## config.mk

```make
export PLATFORM = sky130hd
export DESIGN_NAME = dxt1_dxt5_block_decoder
export DESIGN_NICKNAME = d
export VERILOG_FILES = /design/src/sv/dxtbd_pkg.sv /design/src/sv/dxtbd_palette.sv /design/src/sv/dxtbd_row_sel.sv /design/src/sv/dxt1_dxt5_block_decoder.sv
export SDC_FILE = /design/constraint.sdc
export NUM_CORES = 2
export LEC_CHECK = 0
export ABC_AREA = 0
export BUFFER_PORTS_ARGS = -buffer_cell sky130_fd_sc_hd__buf_2
export CORE_ASPECT_RATIO = 0.5
export CORE_MARGIN = 2
export CORE_UTILIZATION = 28
export DETAILED_ROUTE_END_ITERATION = 7
export PLACE_DENSITY = 0.46
export SLEW_MARGIN = 10
export SYNTH_ARGS = -nofsm -noshare
export SYNTH_HDL_FRONTEND = slang
export SYNTH_SLANG_ARGS = --single-unit
```

## constraint.sdc

```tcl
create_clock -name i_clk -period 14.7 [get_ports i_clk]
set_clock_uncertainty 0.1 [all_clocks]
set_input_delay 0.735 -clock i_clk [delete_from_list [all_inputs] [get_ports i_clk]]
set_output_delay 0.735 -clock i_clk [all_outputs]
set_load 0.02 [all_outputs]
```

## src/sv/dxtbd_pkg.sv

```systemverilog
// Package: shared types, constants and constant-division helpers of the block decoder.
`default_nettype none
package dxtbd_pkg;

    localparam int COORD_BITS = 16;

    localparam int CFG_INDEX_BITS = 2;
    localparam int CFG_DATA_BITS  = 16;

    localparam logic [CFG_INDEX_BITS-1:0] REG_FORMAT = 2'd0;
    localparam logic [CFG_INDEX_BITS-1:0] REG_WIDTH  = 2'd1;
    localparam logic [CFG_INDEX_BITS-1:0] REG_HEIGHT = 2'd2;

    // reciprocals for truncating division by small constants
    localparam int RECIP_31 = 8457;   // 2^18 / 31, rounded up
    localparam int RECIP_63 = 16645;  // 2^20 / 63, rounded up
    localparam int RECIP_3  = 683;    // 2^11 / 3, rounded up
    localparam int RECIP_7  = 2341;   // 2^14 / 7, rounded up
    localparam int RECIP_5  = 1639;   // 2^13 / 5, rounded up

    typedef struct packed {
        logic [3:0][31:0] color;
        logic [7:0][7:0]  alpha;
    } t_palette;

    typedef struct packed {
        logic [15:0]      y;
        logic [15:0]      x;
        logic [3:0][31:0] pix;
        logic [3:0]       mask;
        logic             last;
    } t_row;

    // v * 255 / 31
    function automatic logic [7:0] expand5(input logic [4:0] v);
        logic [12:0] x;
        logic [26:0] prod;
        x    = {v, 8'b0} - 13'(v);
        prod = 27'(x) * 27'(RECIP_31);
        return prod[25:18];
    endfunction

    // v * 255 / 63
    function automatic logic [7:0] expand6(input logic [5:0] v);
        logic [13:0] x;
        logic [28:0] prod;
        x    = {v, 8'b0} - 14'(v);
        prod = 29'(x) * 29'(RECIP_63);
        return prod[27:20];
    endfunction

    // x / 3, x <= 765
    function automatic logic [7:0] div3(input logic [9:0] x);
        logic [19:0] prod;
        prod = 20'(x) * 20'(RECIP_3);
        return prod[18:11];
    endfunction

    // x / 7, x <= 1785
    function automatic logic [7:0] div7(input logic [10:0] x);
        logic [22:0] prod;
        prod = 23'(x) * 23'(RECIP_7);
        return prod[21:14];
    endfunction

    // x / 5, x <= 1275
    function automatic logic [7:0] div5(input logic [10:0] x);
        logic [21:0] prod;
        prod = 22'(x) * 22'(RECIP_5);
        return prod[20:13];
    endfunction

endpackage
`default_nettype wire

```

## src/sv/dxtbd_palette.sv

```systemverilog
// Color and alpha palette construction for one compressed block.
`default_nettype none
module dxtbd_palette import dxtbd_pkg::*; (
    input  logic [63:0] i_alpha_word,
    input  logic [63:0] i_color_word,
    input  logic        i_dxt5,
    output t_palette    o_pal
);

    always_comb begin
        logic [15:0]     c0;
        logic [15:0]     c1;
        logic [2:0][7:0] e0;
        logic [2:0][7:0] e1;
        logic [2:0][7:0] m2;
        logic [2:0][7:0] m3;
        logic [8:0]      sum;
        logic            four;
        logic [7:0]      a0;
        logic [7:0]      a1;

        c0 = i_color_word[15:0];
        c1 = i_color_word[31:16];
        e0[0] = expand5(c0[15:11]);
        e0[1] = expand6(c0[10:5]);
        e0[2] = expand5(c0[4:0]);
        e1[0] = expand5(c1[15:11]);
        e1[1] = expand6(c1[10:5]);
        e1[2] = expand5(c1[4:0]);
        four  = i_dxt5 || (c0 > c1);

        for (int ch = 0; ch < 3; ch++) begin
            sum = 9'(e0[ch]) + 9'(e1[ch]);
            if (four) begin
                m2[ch] = div3({e0[ch], 1'b0} + 10'(e1[ch]));
                m3[ch] = div3(10'(e0[ch]) + {e1[ch], 1'b0});
            end else begin
                m2[ch] = sum[8:1];
                m3[ch] = 8'd0;
            end
        end

        o_pal.color[0] = {8'hff, e0[2], e0[1], e0[0]};
        o_pal.color[1] = {8'hff, e1[2], e1[1], e1[0]};
        o_pal.color[2] = {8'hff, m2[2], m2[1], m2[0]};
        o_pal.color[3] = four ? {8'hff, m3[2], m3[1], m3[0]} : 32'h0;

        a0 = i_alpha_word[7:0];
        a1 = i_alpha_word[15:8];
        o_pal.alpha[0] = a0;
        o_pal.alpha[1] = a1;
        for (int i = 2; i < 8; i++) begin
            if (a0 > a1) begin
                o_pal.alpha[i] = div7(11'((8 - i) * a0 + (i - 1) * a1));
            end else if (i < 6) begin
                o_pal.alpha[i] = div5(11'((6 - i) * a0 + (i - 1) * a1));
            end else if (i == 6) begin
                o_pal.alpha[i] = 8'd0;
            end else begin
                o_pal.alpha[i] = 8'hff;
            end
        end
    end

endmodule
`default_nettype wire

```

## src/sv/dxtbd_row_sel.sv

```systemverilog
// Row pixel lookup, coordinates and clip mask for one row of a block.
`default_nettype none
module dxtbd_row_sel import dxtbd_pkg::*; (
    input  t_palette              i_pal,
    input  logic [31:0]           i_cidx,
    input  logic [47:0]           i_aidx,
    input  logic                  i_dxt5,
    input  logic [1:0]            i_row,
    input  logic [COORD_BITS-1:0] i_x0,
    input  logic [13:0]           i_by,
    input  logic [15:0]           i_width,
    input  logic [15:0]           i_height,
    output t_row                  o_row
);

    always_comb begin
        logic [7:0]               crow;
        logic [11:0]              arow;
        logic [COORD_BITS+15:0]   ywide;
        logic [COORD_BITS-1:0]    y;
        logic [COORD_BITS-1:0]    xc;
        logic [COORD_BITS+15:0]   ox;
        logic [COORD_BITS+15:0]   oy;
        logic                     y_in;

        unique case (i_row)
            2'd0: begin
                crow = i_cidx[7:0];
                arow = i_aidx[11:0];
            end
            2'd1: begin
                crow = i_cidx[15:8];
                arow = i_aidx[23:12];
            end
            2'd2: begin
                crow = i_cidx[23:16];
                arow = i_aidx[35:24];
            end
            default: begin
                crow = i_cidx[31:24];
                arow = i_aidx[47:36];
            end
        endcase

        ywide = {{COORD_BITS{1'b0}}, i_by, i_row};
        y     = ywide[COORD_BITS-1:0];
        y_in  = ({16'b0, y} < {{COORD_BITS{1'b0}}, i_height});

        for (int c = 0; c < 4; c++) begin
            o_row.pix[c] = i_pal.color[crow[2*c +: 2]];
            if (i_dxt5) begin
                o_row.pix[c][31:24] = i_pal.alpha[arow[3*c +: 3]];
            end
            xc = i_x0 + COORD_BITS'(c);
            o_row.mask[c] = y_in && ({16'b0, xc} < {{COORD_BITS{1'b0}}, i_width});
        end

        ox = {16'b0, i_x0};
        oy = {16'b0, y};
        o_row.x    = ox[15:0];
        o_row.y    = oy[15:0];
        o_row.last = (i_row == 2'd3);
    end

endmodule
`default_nettype wire

```

## src/sv/dxt1_dxt5_block_decoder.sv

```systemverilog
// Top level: DXT1/DXT5 4x4 block decoder emitting one RGBA8 pixel row per cycle.
//
//  channel  | handshake          | payload
//  ---------+--------------------+---------------------------------------------------
//  block in | start & !busy      | i_alpha_word, i_color_word, i_block_column/line
//  row out  | o_valid (1 cycle)  | o_pixel_y/x, o_pixels_*_pair, o_write_mask, o_last_row
//  config   | i_cfg_we           | i_cfg_index, i_cfg_data
//
// The row stage emits one row per cycle.
// From accept to the first row an item passes the input, palette and row registers.
// The next item is taken while the current one is still emitting rows.
// Reset is synchronous, active low; busy is high while in reset.
// Rows cannot be stalled: each sits on the outputs for one cycle.
`default_nettype none
module dxt1_dxt5_block_decoder import dxtbd_pkg::*; (
    input  logic                      i_clk,
    input  logic                      i_rst_n,
    input  logic                      start,
    output logic                      busy,
    input  logic [63:0]               i_alpha_word,
    input  logic [63:0]               i_color_word,
    input  logic [13:0]               i_block_column,
    input  logic [13:0]               i_block_line,
    input  logic                      i_cfg_we,
    input  logic [CFG_INDEX_BITS-1:0] i_cfg_index,
    input  logic [CFG_DATA_BITS-1:0]  i_cfg_data,
    output logic                      o_valid,
    output logic [15:0]               o_pixel_y,
    output logic [15:0]               o_pixel_x,
    output logic [63:0]               o_pixels_first_pair,
    output logic [63:0]               o_pixels_second_pair,
    output logic [3:0]                o_write_mask,
    output logic                      o_last_row
);

    logic        r_fmt;
    logic [15:0] r_width;
    logic [15:0] r_height;

    logic        r_in_vld, n_in_vld;
    logic [63:0] r_aw;
    logic [63:0] r_cw;
    logic [13:0] r_bx;
    logic [13:0] r_by;

    logic                  r_pal_vld, n_pal_vld;
    logic [1:0]            r_row, n_row;
    t_palette              r_pal;
    logic [31:0]           r_cidx;
    logic [47:0]           r_aidx;
    logic                  r_dxt5;
    logic [COORD_BITS-1:0] r_x0;
    logic [13:0]           r_pby;

    logic r_out_vld;
    t_row r_out;

    t_palette               pal;
    t_row                   row;
    logic                   accept;
    logic                   pal_done;
    logic                   pal_load;
    logic [COORD_BITS+15:0] xwide;

    assign pal_done = r_pal_vld && (r_row == 2'd3);
    assign pal_load = r_in_vld && (!r_pal_vld || pal_done);
    assign busy     = !i_rst_n || (r_in_vld && !pal_load);
    assign accept   = start && !busy;
    assign xwide    = {{COORD_BITS{1'b0}}, r_bx, 2'b00};

    always_comb begin
        n_in_vld = r_in_vld;
        if (accept) begin
            n_in_vld = 1'b1;
        end else if (pal_load) begin
            n_in_vld = 1'b0;
        end
        n_pal_vld = r_pal_vld;
        n_row     = r_row;
        if (pal_load) begin
            n_pal_vld = 1'b1;
            n_row     = 2'd0;
        end else if (r_pal_vld) begin
            n_pal_vld = !pal_done;
            n_row     = r_row + 2'd1;
        end
    end

    dxtbd_palette u_palette (
        .i_alpha_word (r_aw),
        .i_color_word (r_cw),
        .i_dxt5       (r_fmt),
        .o_pal        (pal)
    );

    dxtbd_row_sel u_row_sel (
        .i_pal    (r_pal),
        .i_cidx   (r_cidx),
        .i_aidx   (r_aidx),
        .i_dxt5   (r_dxt5),
        .i_row    (r_row),
        .i_x0     (r_x0),
        .i_by     (r_pby),
        .i_width  (r_width),
        .i_height (r_height),
        .o_row    (row)
    );

    always_ff @(posedge i_clk) begin
        if (!i_rst_n) begin
            r_fmt     <= 1'b0;
            r_width   <= 16'd1;
            r_height  <= 16'd1;
            r_in_vld  <= 1'b0;
            r_pal_vld <= 1'b0;
            r_row     <= 2'd0;
            r_out_vld <= 1'b0;
        end else begin
            if (i_cfg_we) begin
                unique case (i_cfg_index)
                    REG_FORMAT: r_fmt    <= i_cfg_data[0];
                    REG_WIDTH:  r_width  <= i_cfg_data;
                    REG_HEIGHT: r_height <= i_cfg_data;
                    default: ;
                endcase
            end
            r_in_vld  <= n_in_vld;
            r_pal_vld <= n_pal_vld;
            r_row     <= n_row;
            r_out_vld <= r_pal_vld;
        end
    end

    always_ff @(posedge i_clk) begin
        if (accept) begin
            r_aw <= i_alpha_word;
            r_cw <= i_color_word;
            r_bx <= i_block_column;
            r_by <= i_block_line;
        end
        if (pal_load) begin
            r_pal  <= pal;
            r_cidx <= r_cw[63:32];
            r_aidx <= r_aw[63:16];
            r_dxt5 <= r_fmt;
            r_x0   <= xwide[COORD_BITS-1:0];
            r_pby  <= r_by;
        end
        r_out <= row;
    end

    assign o_valid              = r_out_vld;
    assign o_pixel_y            = r_out.y;
    assign o_pixel_x            = r_out.x;
    assign o_pixels_first_pair  = {r_out.pix[1], r_out.pix[0]};
    assign o_pixels_second_pair = {r_out.pix[3], r_out.pix[2]};
    assign o_write_mask         = r_out.mask;
    assign o_last_row           = r_out.last;

endmodule
`default_nettype wire

```

* Word-level counts from Yosys, hierarchy flattened
Index checks and enable logic that the tools add are counted.
** Word-level totals
- Register bits after elaboration :: 634
** Cells by class
- Add/sub/neg operators :: 29
- Multiply operators :: 28
- Magnitude comparators :: 15
- Eq/ne operators :: 5
- Muxes and demuxes :: 34
- Bitwise logic cells :: 1
- Reduce and logical (&&, ||, !) cells :: 23
** Operators with widths (number)
- binary-select mux 32 bit (select 2 bit) :: 4
- two-way mux 32 bit :: 5
- multiplier 11 x 12 -> 22 bit, second input constant :: 6
- two-way mux 8 bit :: 15
- multiplier 10 x 10 -> 19 bit, second input constant :: 6
- multiplier 13 x 14 -> 26 bit, second input constant :: 4
- binary-select mux 8 bit (select 3 bit) :: 4
- multiplier 11 x 11 -> 21 bit, second input constant :: 4
- less-than comparator 16 bit :: 5
- multiplier 14 x 15 -> 28 bit, second input constant :: 2
- subtractor 13 x 5 -> 13 bit :: 4
- multiplier 2 x 8 -> 10 bit, first input constant :: 4
- case mux 12 bit (3 select lines) :: 1
- adder 16 x 2 -> 16 bit, second input constant :: 2
- adder 8 x 9 -> 10 bit :: 3
- adder 9 x 8 -> 10 bit :: 3
- subtractor 14 x 6 -> 14 bit :: 2
- adder 8 x 8 -> 9 bit :: 3
- case mux 8 bit (3 select lines) :: 1
- adder 10 x 10 -> 11 bit :: 2
- multiplier 3 x 8 -> 11 bit, first input constant :: 2
- adder 16 x 1 -> 16 bit, second input constant :: 1
- greater-than comparator 16 bit :: 1
- less-than comparator 3 x 4 -> 1 bit, second input constant :: 4
- other kinds (22) :: 47

* Longest topological paths before layout
- Depth in word-level cells :: 10
- Gate-level depth with buffers :: 51

* Cells and area by module
Synthesis repeated with hierarchy kept, for this count alone.
** Unflattened totals
- Cell total of the unflattened synthesis :: 6365
- Area, all modules :: 70487.6 um2
** Modules (own cells, without submodules)
- dxtbd_palette :: instances 1, cells an instance 4703, area each 43100.1 um2, sequential area each 0.0 um2
- dxt1_dxt5_block_decoder :: instances 1, cells an instance 775, area each 18610.3 um2, sequential area each 17787.1 um2
- dxtbd_row_sel :: instances 1, cells an instance 887, area each 8777.2 um2, sequential area each 0.0 um2

* Worst setup path after synthesis
Ideal clock, no wire load.
- Path type :: flip-flop to flip-flop
- Start point :: register r_row[0]
- End point :: register r_row[0]
- Library setup time :: 130 ps
- Data arrival time :: 14081 ps
- Slack :: 389 ps
- Stages on the path, launching flop included :: 8
- Path buffers :: 2
- Clock period less this slack :: 14311 ps
- Cells stage by stage :: dfxtp_1 -> ha_1 -> clkbuf_1 -> buf_1 -> nor2b_1 -> nor2b_1 -> nand2b_1 -> nor2_1
** RTL lines
- start: declaration :: RTL line dxt1_dxt5_block_decoder.sv:47 : logic [1:0] r_row, n_row;
- start signal: assignment :: RTL line dxt1_dxt5_block_decoder.sv:129 : r_row <= n_row;

==> metrics.md <==
| Metric | Value |
|---|---|
| Highest-delay cell along the critical path | `fa_1` |
| DR pass1 iterations | `6` |
| Post-DR vias/cell | `between 4 and 5` |
| DR vias | `~47000` |
| Count of pins over their slew limit | `0` |
| Setup TNS | `0 ns` |
| Layout cells sized above 1 | `0.08393` |
| Total wire length | `~190000 um` |
| CTS tree | `yes` |
| Number of DRC violations after detailed routing | `0` |
| Number of clock sinks seen by CTS | `~630` |
| CP peak stage delay | `0.54 ns` |
| Share of async-settable or async-resettable flops after synthesis | `0` |
| Initial standard-cell utilization of the core | `0.2822` |
| Chip Height | `around 350 um` |
| Clock slew at the register clock pins of the worst setup and hold paths | `roughly 0.080 ns` |
| Critical setup path kind | `register to register` |
| Number of antenna violations at the first check in global routing | `30` |
| Number of buffers inserted by post-CTS setup repair | `0` |
| Chip width | `694.2 um` |
| Setup repair after global routing missed its margin | `false` |
| Synth unique cells | `85` |
| Share of Yosys cell area claimed by the top area cell type | `0.2970` |
| Headroom to the max-slew limit | `0.2069` |
| Cell type with the largest total area after synthesis | `ha_1` |
| Number of port buffers | `342` |
| Dpl hpwl | `roughly 150000 um` |
| Row cnt | `~130` |
| Yosys warning count | `0` |
| CTS H-tree lvls | `3` |
| Final routed wire length divided by cell count | `around 19 um` |
| Hold Violations, Final | `0` |
| Post-CTS Hold Buffers | `0` |
| GRT Overall Usage | `0.1559` |
| Class of the tightest hold or removal check | `input pin to register` |
| Cell types with the largest area share after synthesis | `ha_1, edfxtp_1, fa_1` |
| Final estimated routing congestion in global placement | `0.8421` |
| Maximum Capacitance Violations | `0` |
| Synthesis-stage register bit count | `around 630` |
| Arrival time of data at the critical path endpoint | `12.82 ns` |
| First-pass GRT wire length | `around 300000 um` |
| Startpoint types | `register` |
| Synthesized instance count | `6514` |
| Cell area after synthesis | `~0.067 mm2` |
| Leading cell type in the layout, fill and taps excluded | `ha_1` |
| Minimum clock period after layout | `12.50 ns` |
| Number of nets with antenna violations after detailed routing | `0` |
| NumNets Final | `around 9000` |
| Maximum fanout along the worst path | `7` |
| Total CTS buffers | `between 60 and 70` |
| Number of global-route vias before repair | `about 49000` |
| Final Cycle Share | `0.8506` |
| Required time of the critical path | `around 15 ns` |
| Status | `completed` |
| Share of synthesized area occupied by flip-flops and latches | `0.2522` |
| Largest buffer count on any clock path | `3` |
| Global route overflow | `0` |
| Crit. End Element | `register` |
| Core Area | `between 0.2 and 0.25 mm2` |
| Iteration-0 DRC count of the detailed router | `around 2300` |
| Highest achievable clock rate | `about 80 MHz` |
| I/O pin cnt | `~350` |
| Maximum number of pins on one net before global-route repair | `69` |
| Syn Area/Cell | `10.24 um2` |
| Area Growth Syn to Fin | `12.07%` |
| Number of gates given a new drive strength after cts | `0` |
| Transition time at the pin with the least slew margin | `approximately 1.2 ns` |
| Area of the die | `around 0.24 mm2` |
| Critical Path Most Common Cell | `ha_1` |
| Post-synth top flop | `edfxtp_1` |
| Clock latency reported for the late side of the worst-skew pair | `slightly below 0.7 ns` |
| Setup Viol. Count Final | `0` |
| Number of flops mapped to enable cells by yosys | `~430` |
| Top library cells by usage in the layout, fill and taps aside | `ha_1, inv_1, nand2_1` |
| Clock Root Buffer | `clkbuf_16` |
## metrics by stage
step | instances | hold WS [ns] | util | instance area [um2] | setup WS [ns]
finish | 10040 | 0.1133 | 0.3163 | 74740 | 2.196
global route | 10040 | 0.05110 | 0.3162 | 74730 | 1.261
CTS | 10040 | 0.03581 | 0.3162 | 74730 | 2.109
detailed placement | 9911 | 0.2731 | 0.3065 | 72440 | 2.194
global placement | 9911 | 0.2682 | 0.3065 | 72440 | 2.234
floorplan | 6515 | 0.2521 | - | 66690 | 0.3890
## Yosys cell counts (114+ instances only)
| cell | n |
|---|---|
| a211oi_1 | 181 |
| a21o_1 | 114 |
| a21oi_1 | 228 |
| a31oi_1 | 127 |
| and2_1 | 183 |
| clkbuf_1 | 135 |
| dfxtp_1 | 201 |
| edfxtp_1 | 426 |
| fa_1 | 435 |
| ha_1 | 1583 |
| inv_1 | 865 |
| nand2_1 | 576 |
| nor2_1 | 185 |
| o21ai_0 | 168 |
| xnor2_1 | 239 |
## layout make-up
| class | count | area, um2 |
|---|---|---|
| antenna | 6 | 15.01 |
| clock buffer | 87 | 1887 |
| clock inverter | 37 | 401.6 |
| fill | 24340 | 161600 |
| inverter | 867 | 3257 |
| multi-input combinational | 4877 | 46260 |
| sequential | 627 | 16820 |
| tap | 3136 | 3924 |
| timing repair buffer | 404 | 2177 |
## worst max-delay path, delay by kind of cell (launching register included)
kind	cells	cell delay [ns]
AO/OA/AOI/OAI	16	3.73
multiplexers	1	0.44
adder cells (fa/ha/maj)	14	5.20
AND/OR/NAND/NOR	10	1.50
XOR/XNOR	1	0.24
buffers and inverters	6	0.60
flip-flops	1	0.43
## sequential cells by signal, indices dropped and copies added (netlist names), 2 cells and up
name                  cells
o_pixel_x                14
o_pixel_y                16
o_pixels_first_pair      64
o_pixels_second_pair     64
o_write_mask              4
r_aidx                   48
r_aw                     64
r_bx                     14
r_by                     14
r_cidx                   32
r_cw                     64
r_height                 16
r_pal                   161
r_pby                    14
r_row                     2
r_width                  16
r_x0                     14
## routing by layer
metal / GRT usage / wire length (um) / vias up
li1: - / - / 23610
met1: 0.2081 / 89120 / 22930
met2: 0.2755 / 92460 / 625
met3: 0.01486 / 5145 / 188
met4: 0.02737 / 3157 / 2
met5: 0 / 13 / -
## final timing paths
check	startpoint	end	slack, ns	cells after the start
worst min-delay path	i_alpha_word[4]	r_aw[4]	0.11	1
worst max-delay path	r_cw[21]	r_pal[174]	2.20	48
worst min register to register	r_x0[9]	o_pixel_x[9]	0.28	0
worst max register to register	r_cw[21]	r_pal[174]	2.20	48
## cell families (layout without fill, tap and decap cells)
family | after synthesis | count (layout) | share of synthesized area
fa+ha+maj | 2021 | 2021 | 0.4281
simple gates | 1312 | 1312 | 0.09330
compound gates | 1161 | 1161 | 0.1174
buf+inv | 1011 | 1395 | 0.05705
flops | 627 | 627 | 0.2522
xor+xnor | 337 | 337 | 0.04510
mux | 44 | 44 | 0.006904
other cells | 1 | 8 | 0.00005623
Power is not shown: default switching activity piles up to over one toggle a cycle in this logic, so the estimate is an artifact.
